[src/rtl/mhic_pkg.sv]
// Shared types, constants and arithmetic helpers for the magnetometer hard-iron calibrator.
package mhic_pkg;

	localparam int NUM_LANES = 3;

	typedef logic [2:0] cfg_idx_t;

	localparam cfg_idx_t CFG_GAIN_X        = 3'd0;
	localparam cfg_idx_t CFG_GAIN_Y        = 3'd1;
	localparam cfg_idx_t CFG_GAIN_Z        = 3'd2;
	localparam cfg_idx_t CFG_OFFSET_ENABLE = 3'd3;
	localparam cfg_idx_t CFG_WINDOW_US     = 3'd4;
	localparam cfg_idx_t CFG_TILT_MODE     = 3'd5;

	localparam logic [1:0] TILT_LEFT  = 2'd1;
	localparam logic [1:0] TILT_RIGHT = 2'd2;

	localparam logic [15:0] GAIN_RESET   = 16'd4096;
	localparam logic [31:0] WINDOW_RESET = 32'd30000000;

	// x/10 as (x * ceil(2^22/10)) >> 22, exact for x < 2^19
	localparam int          RECIP_SHIFT = 22;
	localparam logic [18:0] RECIP_10    = 19'd419431;

	typedef struct packed {
		logic start;
		logic offset_en;
		logic track;
		logic close;
	} lane_ctrl_t;

	function automatic logic signed [15:0] sat16(input logic signed [23:0] v);
		logic signed [15:0] r;
		if (v > 24'sd32767)
			r = 16'sh7FFF;
		else if (v < -24'sd32768)
			r = 16'sh8000;
		else
			r = v[15:0];
		return r;
	endfunction

	// (s * 7) / 10, truncated toward zero, saturated to 16 bits
	function automatic logic signed [15:0] mul_7_10(input logic signed [16:0] s);
		logic signed [19:0] ext;
		logic signed [19:0] m;
		logic               neg;
		logic [18:0]        mag;
		logic [37:0]        p;
		logic [15:0]        q;
		logic signed [16:0] r;
		ext = {{3{s[16]}}, s};
		m   = (ext <<< 3) - ext;
		neg = m[19];
		mag = neg ? 19'(-m) : m[18:0];
		p   = mag * RECIP_10;
		q   = p[RECIP_SHIFT+15:RECIP_SHIFT];
		r   = neg ? -$signed({1'b0, q}) : $signed({1'b0, q});
		return sat16({{7{r[16]}}, r});
	endfunction

endpackage

[src/rtl/mhic_tilt.sv]
// Merging stage: 45-degree tilt rotation of the X and Y lane results in the tilt modes, else pass-through.
module mhic_tilt (
	input  logic signed [15:0] x,
	input  logic signed [15:0] y,
	input  logic [1:0]         mode,
	output logic signed [15:0] nx,
	output logic signed [15:0] ny
);

	logic signed [16:0] sum, dxy, dyx;

	assign sum = {x[15], x} + {y[15], y};
	assign dxy = {x[15], x} - {y[15], y};
	assign dyx = {y[15], y} - {x[15], x};

	always_comb begin
		case (mode)
			mhic_pkg::TILT_LEFT: begin
				nx = mhic_pkg::mul_7_10(sum);
				ny = mhic_pkg::mul_7_10(dyx);
			end
			mhic_pkg::TILT_RIGHT: begin
				nx = mhic_pkg::mul_7_10(dxy);
				ny = mhic_pkg::mul_7_10(sum);
			end
			default: begin
				nx = x;
				ny = y;
			end
		endcase
	end

endmodule

[config.mk]
export PLATFORM = sky130hd
export DESIGN_NAME = mhic_tilt
export DESIGN_NICKNAME = d
export VERILOG_FILES = /design/src/rtl/mhic_pkg.sv /design/src/rtl/mhic_tilt.sv
export SDC_FILE = /design/constraint.sdc
export NUM_CORES = 1
export LEC_CHECK = 0
export BUFFER_PORTS_ARGS = -buffer_cell sky130_fd_sc_hd__buf_2
export CORE_MARGIN = 4
export CORE_UTILIZATION = 40
export DETAILED_ROUTE_END_ITERATION = 8
export PLACE_DENSITY = 0.63
export SYNTH_ARGS = -nofsm -noshare
export SYNTH_HDL_FRONTEND = slang
export SYNTH_SLANG_ARGS = --single-unit
[constraint.sdc]
create_clock -name vclk -period 30
set_clock_uncertainty 0.2 [all_clocks]
set_input_delay 9 -clock vclk [all_inputs]
set_output_delay 9 -clock vclk [all_outputs]
set_load 0.05 [all_outputs]
==> summary.txt <==
Status
  – Status: finished, final reports clean

Final layout
  – Nets: 5,002
  – Clk_buf instances: 0
  – Filler cell count in the final layout: 6,853
  – Layout cells sized above 1: 0.2141
  – Area delta synth->final: 23.19%
  – Register area: 0 sq um
  – Sequential cell count: 0
  – Most common cell after layout, fill and taps aside: inv_1
  – Leading cell types in the layout, fill and taps excluded: inv_1 (899), ha_1 (512), buf_4 (482), fa_1 (403), a21oi_1 (166)

Global route
  – First-pass GRT wire length: 142,800 um
  – Initial antenna violation count: 10
  – Vias in the first global route: 25,350
  – GRT Total Usage: 0.2300
  – Total grt overflow: 0
  – Largest net degree at the start of global routing: 37

Timing
  – Relative slew slack: 0.3958
  – Slew Viols, Final: 0
  – Final min period: 29,730 ps
  – Final setup violating endpoints: 0
  – Worst slew pin tran: 899.3 ps
  – Max Clock Freq: 33.63 MHz
  – Final Hold Vio Count: 0
  – Setup tns final: 0 ps
  – Fin crit share: 0.9912

Routing
  – Met2 wire len: 41,180 um
  – Met1 WL: 42,740 um
  – DRC violations left: 0
  – Vias per inst: 5.298
  – Max Used Layer: met5
  – Initial drt markers: 1,978
  – Routed vias: 26,290
  – Antenna-violating nets left: 0
  – Final WL: 93,000 um
  – Pre-Repair DR Iteration Count: 6
  – Met3 WL: 7386 um
  – WL/cell: 18.74 um

Placement
  – DP HPWL: 81,640 um
  – Routability cong.: 1.005
  – PortBufs: 66

Logic synthesis
  – Syn_nets: 4,516
  – Synth warn: 0
  – Avg Inst Size Synth: 8.300 sq um
  – Top post-synthesis cells by area: fa_1 (28%), ha_1 (24%), inv_1 (12%)
  – Cell area after synthesis: 0.02924 sq mm
  – Post-synth top area cell: fa_1
  – Post-synthesis sequential area ratio: 0
  – Post-synthesis instance total: 3,523
  – Post-synth top area share: 0.2773
  – Synth unique cells: 122

Critical path
  – Worst path slowest cell: fa_1
  – Critical path's most frequent cell: inv_1
  – Critical path class: input pin to output port
  – CP Max Fanout: 6
  – WP data required: 20,800 ps
  – Startpoint Class: input pin
  – CP Capture Type: output port
  – Arrival time worst endpoint: 20,530 ps
  – Max incr delay on CP: 610 ps

Flow run
  – Maxcap violations: 0

Floorplanning
  – Initial Util: 0.4062
  – Die area: 0.07749 sq mm
  – Die height: 278.4 um
  – Row cnt: 98
  – I/O pin count: 66
  – Die width: 278.4 um
  – Core box area: 0.07198 sq mm

Hold path
  – Hold path depth: 4
  – Hold crit path type: input pin to output port
logic make-up (layout without fill, tap and decap cells):
group,Yosys count,count (layout),synth area share
buffers and inverters,981,1465,0.1277
multiplexers,13,13,0.004707
adder cells (fa/ha/maj),966,966,0.5169
AND/OR/NAND/NOR,650,650,0.1107
other,0,5,0
XOR/XNOR,222,222,0.07240
AO/OA/AOI/OAI,691,691,0.1675
path summary, 6_finish.rpt:
check                 slack, ps  start     end
worst min-delay path      18360  y[13]  ny[13]
worst max-delay path        270   y[0]  nx[11]
routing by layer:
metal / vias to the layer above / GRT usage
met1: 12780 / 0.3416
met4: 10 / 0.02716
met2: 831 / 0.3618
met5: - / 0
li1: 12570 / -
met3: 104 / 0.03859
cell type report:
type	instances	area, sq um	area share
well taps	950	1189	0.03300
multi-input cells	2542	27020	0.7502
repair buffers	554	4373	0.1214
inverters	911	3423	0.09504
diodes	5	12.51	0.0003474
worst max-delay path, delay by kind of cell:
kind | cells | cell delay [ps]
AND/OR/NAND/NOR | 9 | 2320
buffers and inverters | 13 | 1560
adder cells (fa/ha/maj) | 11 | 4520
XOR/XNOR | 3 | 670
AO/OA/AOI/OAI | 12 | 2460
cells in the mapped netlist, types with 9 or more instances:
cell,count
or3_1,15
buf_2,14
mux2i_1,10
o21bai_1,27
inv_1,902
clkbuf_1,46
nand4_1,17
a221oi_1,16
a21o_1,89
a22oi_1,12
nor3b_1,10
and3_1,17
and2_1,23
o21ai_1,15
or2_2,9
nor2b_1,19
a21oi_1,189
o31ai_1,21
a31oi_1,31
nor3_1,71
nand3b_1,10
o211ai_1,25
nor4_1,15
nand3_1,52
a32oi_1,11
xor2_1,80
nand2_1,159
xnor2_1,127
ha_1,554
fa_1,405
o21a_1,22
a211o_1,14
a211oi_1,23
nor2_1,169
o21ai_0,63
nand2b_1,21
per-stage QoR:
| step | util | instances | setup WS [ps] | hold slack, ps | cell area [sq um] |
|---|---|---|---|---|---|
| after floorplan | - | 3523 | 40.86 | 18070 | 29240 |
| after global placement | 0.4716 | 4896 | -257.9 | 18420 | 33940 |
| after detailed placement | 0.4716 | 4896 | -220.3 | 18410 | 33940 |
| after CTS | 0.4747 | 4901 | 25.12 | 18360 | 34160 |
| after global routing | 0.5003 | 4957 | -129.8 | 18370 | 36010 |
| final | 0.5004 | 4962 | 265.3 | 18360 | 36020 |
repair_timing:
| action | 4_1_cts | 5_1_grt |
|---|---|---|
| pin swaps | 8 | 107 |
| cloned | 0 | 1 |
| hold buffers | 0 | 0 |
| setup endpoints to repair | 29 | 32 |
| setup buffers | 5 | 55 |
| gates resized for setup | 35 | 268 |
Power is not shown: default switching activity piles up to over one toggle a cycle in this logic, so the estimate is an artifact.
