**src/rtl/mhic_pkg.sv**
```systemverilog
// Shared types, constants and arithmetic helpers for the magnetometer hard-iron calibrator.
package mhic_pkg;

	localparam int NUM_LANES = 3;

	typedef logic [2:0] cfg_idx_t;

	localparam cfg_idx_t CFG_GAIN_X        = 3'd0;
	localparam cfg_idx_t CFG_GAIN_Y        = 3'd1;
	localparam cfg_idx_t CFG_GAIN_Z        = 3'd2;
	localparam cfg_idx_t CFG_OFFSET_ENABLE = 3'd3;
	localparam cfg_idx_t CFG_WINDOW_US     = 3'd4;
	localparam cfg_idx_t CFG_TILT_MODE     = 3'd5;

	localparam logic [1:0] TILT_LEFT  = 2'd1;
	localparam logic [1:0] TILT_RIGHT = 2'd2;

	localparam logic [15:0] GAIN_RESET   = 16'd4096;
	localparam logic [31:0] WINDOW_RESET = 32'd30000000;

	// x/10 as (x * ceil(2^22/10)) >> 22, exact for x < 2^19
	localparam int          RECIP_SHIFT = 22;
	localparam logic [18:0] RECIP_10    = 19'd419431;

	typedef struct packed {
		logic start;
		logic offset_en;
		logic track;
		logic close;
	} lane_ctrl_t;

	function automatic logic signed [15:0] sat16(input logic signed [23:0] v);
		logic signed [15:0] r;
		if (v > 24'sd32767)
			r = 16'sh7FFF;
		else if (v < -24'sd32768)
			r = 16'sh8000;
		else
			r = v[15:0];
		return r;
	endfunction

	// (s * 7) / 10, truncated toward zero, saturated to 16 bits
	function automatic logic signed [15:0] mul_7_10(input logic signed [16:0] s);
		logic signed [19:0] ext;
		logic signed [19:0] m;
		logic               neg;
		logic [18:0]        mag;
		logic [37:0]        p;
		logic [15:0]        q;
		logic signed [16:0] r;
		ext = {{3{s[16]}}, s};
		m   = (ext <<< 3) - ext;
		neg = m[19];
		mag = neg ? 19'(-m) : m[18:0];
		p   = mag * RECIP_10;
		q   = p[RECIP_SHIFT+15:RECIP_SHIFT];
		r   = neg ? -$signed({1'b0, q}) : $signed({1'b0, q});
		return sat16({{7{r[16]}}, r});
	endfunction

endpackage

```
**src/rtl/mhic_lane.sv**
```systemverilog
// One axis lane: gain scaling; with CAL set, also offset subtraction and min/max/offset tracking.
module mhic_lane #(
	parameter bit CAL = 1'b1
) (
	input  logic                     clk,
	input  logic                     arst_n,
	input  logic                     load,
	input  logic                     adv,
	input  logic signed [15:0]       raw,
	input  logic [15:0]              gain,
	input  mhic_pkg::lane_ctrl_t     ctrl,
	output logic signed [15:0]       val_s2
);

	logic signed [32:0] prod;
	logic signed [32:0] prod_adj;
	logic signed [20:0] quo;
	logic signed [15:0] scaled_s1;

	// truncate toward zero: bias negatives before the arithmetic shift
	assign prod     = $signed({{17{raw[15]}}, raw}) * $signed({17'b0, gain});
	assign prod_adj = prod + (prod[32] ? 33'sd4095 : 33'sd0);
	assign quo      = prod_adj[32:12];

	always_ff @(posedge clk) begin
		if (load)
			scaled_s1 <= mhic_pkg::sat16({{3{quo[20]}}, quo});
	end

	if (CAL) begin : g_cal
		logic signed [15:0] min_q, max_q, off_q;
		logic signed [15:0] off_eff, min_base, max_base, corr;
		logic signed [16:0] diff, mid_sum;

		assign off_eff  = ctrl.start ? 16'sd0 : off_q;
		assign min_base = ctrl.start ? scaled_s1 : min_q;
		assign max_base = ctrl.start ? scaled_s1 : max_q;
		assign diff     = {scaled_s1[15], scaled_s1} - {off_eff[15], off_eff};
		assign corr     = ctrl.offset_en ? mhic_pkg::sat16({{7{diff[16]}}, diff}) : scaled_s1;
		assign mid_sum  = {min_base[15], min_base} + {max_base[15], max_base};

		always_ff @(posedge clk or negedge arst_n) begin
			if (!arst_n) begin
				min_q <= '0;
				max_q <= '0;
				off_q <= '0;
			end else if (adv) begin
				if (ctrl.track) begin
					min_q <= (corr < min_base) ? corr : min_base;
					max_q <= (corr > max_base) ? corr : max_base;
				end else if (ctrl.start) begin
					min_q <= scaled_s1;
					max_q <= scaled_s1;
				end
				if (ctrl.close) begin
					off_q <= 16'(mid_sum >>> 1);
				end else if (ctrl.start) begin
					off_q <= '0;
				end
			end
		end

		always_ff @(posedge clk) begin
			if (adv)
				val_s2 <= corr;
		end
	end else begin : g_plain
		always_ff @(posedge clk) begin
			if (adv)
				val_s2 <= scaled_s1;
		end
	end

endmodule

```
**config.mk**
```make
export PLATFORM = sky130hd
export DESIGN_NAME = mhic_lane
export DESIGN_NICKNAME = d
export VERILOG_FILES = /design/src/rtl/mhic_pkg.sv /design/src/rtl/mhic_lane.sv
export SDC_FILE = /design/constraint.sdc
export NUM_CORES = 1
export LEC_CHECK = 0
export BUFFER_PORTS_ARGS = -buffer_cell sky130_fd_sc_hd__buf_2
export CORE_UTILIZATION = 50
export CTS_CLUSTER_DIAMETER = 200
export DETAILED_ROUTE_END_ITERATION = 12
export GPL_TIMING_DRIVEN = 0
export PLACE_DENSITY = 0.78
export SYNTH_ARGS = -nofsm -noshare
export SYNTH_HDL_FRONTEND = slang
export SYNTH_SLANG_ARGS = --single-unit
```
**constraint.sdc**
```tcl
create_clock -name clk -period 6.8 [get_ports clk]
set_input_delay 2.04 -clock clk [delete_from_list [all_inputs] [get_ports clk]]
set_output_delay 2.04 -clock clk [all_outputs]
set_load 0.05 [all_outputs]
```
==> qor.yml <==
outcome: "finished with violations"
failed_checks: "setup timing"
diode_insertion_count_for_antenna_repair: 0
syn_to_final_growth_pct: 25.23
grt_antenna_before_repair: 0
final_antenna_net_count: 0
critical-path-max-stage-delay_ps: 580
floorplan.initialDensity_pct: 51.09
vias_cell: 5.809
ys_dominant_reg_cell: "sky130_fd_sc_hd__dfrtp_1"
finalSetupViolCount: 32
crit_path_max_fanout: 7
synth-compound-area-share_pct: 10.37
finClkSkew_ps: 12.79
global_route_wire_length_before_repair_um: 68870
worstHoldPathCells: 2
type_of_the_worst_min_delay_path: "reg2reg"
yosys.cell_types.count: 74
avgSynthCellArea_um2: 8.963
first_global_vias: 13490
path_clk_slew_ps: 60
final_hold_viols: 0
detailedRoute.firstIterationViolations: 1165
wl_per_cell_um: 19.49
placed_cells_incl_taps: 2198
die-height_um: 179.0
yosysWarningCount: 0
detailroute.via_count: 13580
dpl.hpwl_um: 32850
yosysMostFrequentCell: "sky130_fd_sc_hd__inv_1"
drc: 0
max-slew-margin-rel_pct: 21.33
fillCellCount: 2318
floorplan.core_area_um2: 30670
synth.net_count: 2174
setup_slack_ps: -3333
dieArea_um2: 32050
synth-edff-count: 32
netlist_area_um2: 15670
rsz0062_at_grt: "yes"
period_share_pct: 149.0
synth.cells.most_frequent: "323 x sky130_fd_sc_hd__inv_1, 196 x sky130_fd_sc_hd__fa_1, 190 x sky130_fd_sc_hd__ha_1"
synth_top_family_by_area: "adder cells"
drive_gt1_share_pct: 23.74
pin_count: 56
synth_xor_area_share_pct: 3.242
timing.critical_path.mode_cell: "sky130_fd_sc_hd__fa_1"
synth_top_area_cell: "sky130_fd_sc_hd__fa_1"
cts-buffers-inserted: 9
cts-root-buf: "sky130_fd_sc_hd__clkbuf_16"
grt_start_max_net_pins: 49
finalWorstPathRequiredPeriod_ps: 10130
die_width_um: 179.0
share_of_synthesized_flip_flops_with_an_asynchronous_set_or_reset_pct: 60.00
required_ps: 7000
syn-instance-count: 1748
crit_path_start_kind: "input pin"
ys_ff_latch: 80
setup.worst_path.end_class: "flip-flop"
grt_util_all_layers_pct: 27.60
post_synthesis_share_of_cell_area_spent_on_and_or_nand_and_nor_gates_pct: 15.82
max_cap_violations: 0
rr_worst_depth: 26
sinks_on_the_clock_net: 80
cp_data_arrival_time_ps: 10330
design.final.nets: 2363
crit_slowest_cell: "sky130_fd_sc_hd__fa_1"
h-tree-depth: 3
synth_mux_area_share_pct: 6.692
totalWireLength_um: 45560
gp_routability_congestion: 0.9059
clk_path_buf_depth: 2
timing.setup.critical_path_class: "in2reg"
portBuffers: 54
max_slew.worst_pin.slew_ps: 1180
post_synth_fa_ha_maj_area_fraction_pct: 40.73
final_max_slew_viol_count: 0
share_of_the_synthesized_area_in_the_top_cell_type_pct: 25.04
timing.fmax_ghz: 0.09869
globalRoute.totalOverflow: 0
ys_seq_area_share_pct: 13.80
drt_pass1_iterations: 8
synth_top_cells_by_area: "sky130_fd_sc_hd__fa_1 25%, sky130_fd_sc_hd__ha_1 15%, sky130_fd_sc_hd__inv_1 7.7%, sky130_fd_sc_hd__dfrtp_1 7.7%, sky130_fd_sc_hd__edfxtp_1 6.1%"
final_cells: 2338
clock_tree_from_tritoncts: "done"
clock_latency_ps: 360
rows: 64
-- state kept, by name, summed over array words and instances, names as in the netlist --
register,cells
g_cal.off_q,16
g_cal.max_q,16
g_cal.min_q,16
scaled_s1,16
val_s2,16
-- cell usage in the layout (no fill, tap or decap), drive strengths merged, types with 13 or more instances in the layout --
cell,n
nor2,41
buf,197
xnor2,33
nand4,14
xor2,25
inv,323
nand2b,37
a21oi,80
fa,196
mux2,30
mux2i,71
dfrtp,48
nand2,177
o21ai,54
nor3,17
nand3,18
edfxtp,32
a21o,27
a31oi,13
nor2b,13
clkbuf,57
ha,190
and2,126
-- per-stage QoR --
stage	utilization, %	cell area (µm²)	hold WS (ps)	TNS, ps	setup WS, ps
after floorplan	-	16170	442.2	-46910	-2986
after global placement	55.23	16940	469.6	-97140	-4611
after detailed placement	55.23	16940	472.9	-104180	-4773
after CTS	60.50	18560	492.1	-53820	-3434
after global routing	63.97	19620	501.3	-59400	-3585
final	63.97	19620	489.6	-53270	-3333
-- worst paths after layout --
check | from | end | slack (ps)
setup / recovery | raw[9] | scaled_s1[1]$_SDFFCE_PN1P_ | -3330
hold / removal | g_cal.off_q[9]$_DFFE_PN0P_ | g_cal.off_q[9]$_DFFE_PN0P_ | 490
setup reg to reg | scaled_s1[0]$_SDFFCE_PN1P_ | g_cal.min_q[8]$_DFFE_PN0P_ | 1200
hold reg to reg | g_cal.off_q[9]$_DFFE_PN0P_ | g_cal.off_q[9]$_DFFE_PN0P_ | 490
max in group asynchronous | arst_n | g_cal.max_q[3]$_DFFE_PN0P_ | 4150
min in group asynchronous | arst_n | g_cal.off_q[12]$_DFFE_PN0P_ | 1930
-- repair_timing --
action	CTS	global route
pin swaps	44	77
hold endpoints to repair	0	0
hold buffers	0	0
buffers inserted	66	58
gates cloned	2	4
endpoints found under the setup margin	48	48
gates resized for setup	167	149
-- layout make-up --
class                   instances  area [µm²]  area share [%]
clock inverters                 3       22.52          0.1148
repair buffers                182        1577           8.035
clock buffers                  13       240.2           1.224
well taps                     396       495.5           2.525
multi-input cells            1282       13120           66.86
inverters                     323        1215           6.192
plain buffers                  59       789.5           4.024
flip-flops and latches         80        2162           11.02
-- critical path: cells and delay by family --
kind | cells | cell delay [ps]
AO/OA/AOI/OAI | 7 | 1140
XOR/XNOR | 1 | 170
adder cells (fa/ha/maj) | 8 | 3540
buffers and inverters | 11 | 1410
AND/OR/NAND/NOR | 12 | 1980
-- logic make-up (layout without fill, tap and decap cells) --
family	count (synthesis)	count (layout)
AOI/OAI and AO/OA	247	247
xor gates and xnor gates	58	58
adders and majority gates	394	394
buffers and inverters	386	580
DFF	80	80
muxes	101	101
and+or+nand+nor	482	482
-- per-layer routing --
| layer | global-route usage (%) | part of all wire, % |
|---|---|---|
| met3 | 5.471 | 7.8 |
| met2 | 45.19 | 48 |
| met4 | 8.121 | 3.5 |
| met1 | 36.80 | 40 |
| met5 | 0 | 0 |
Power is not shown: default switching activity piles up to over one toggle a cycle in this logic, so the estimate is an artifact.
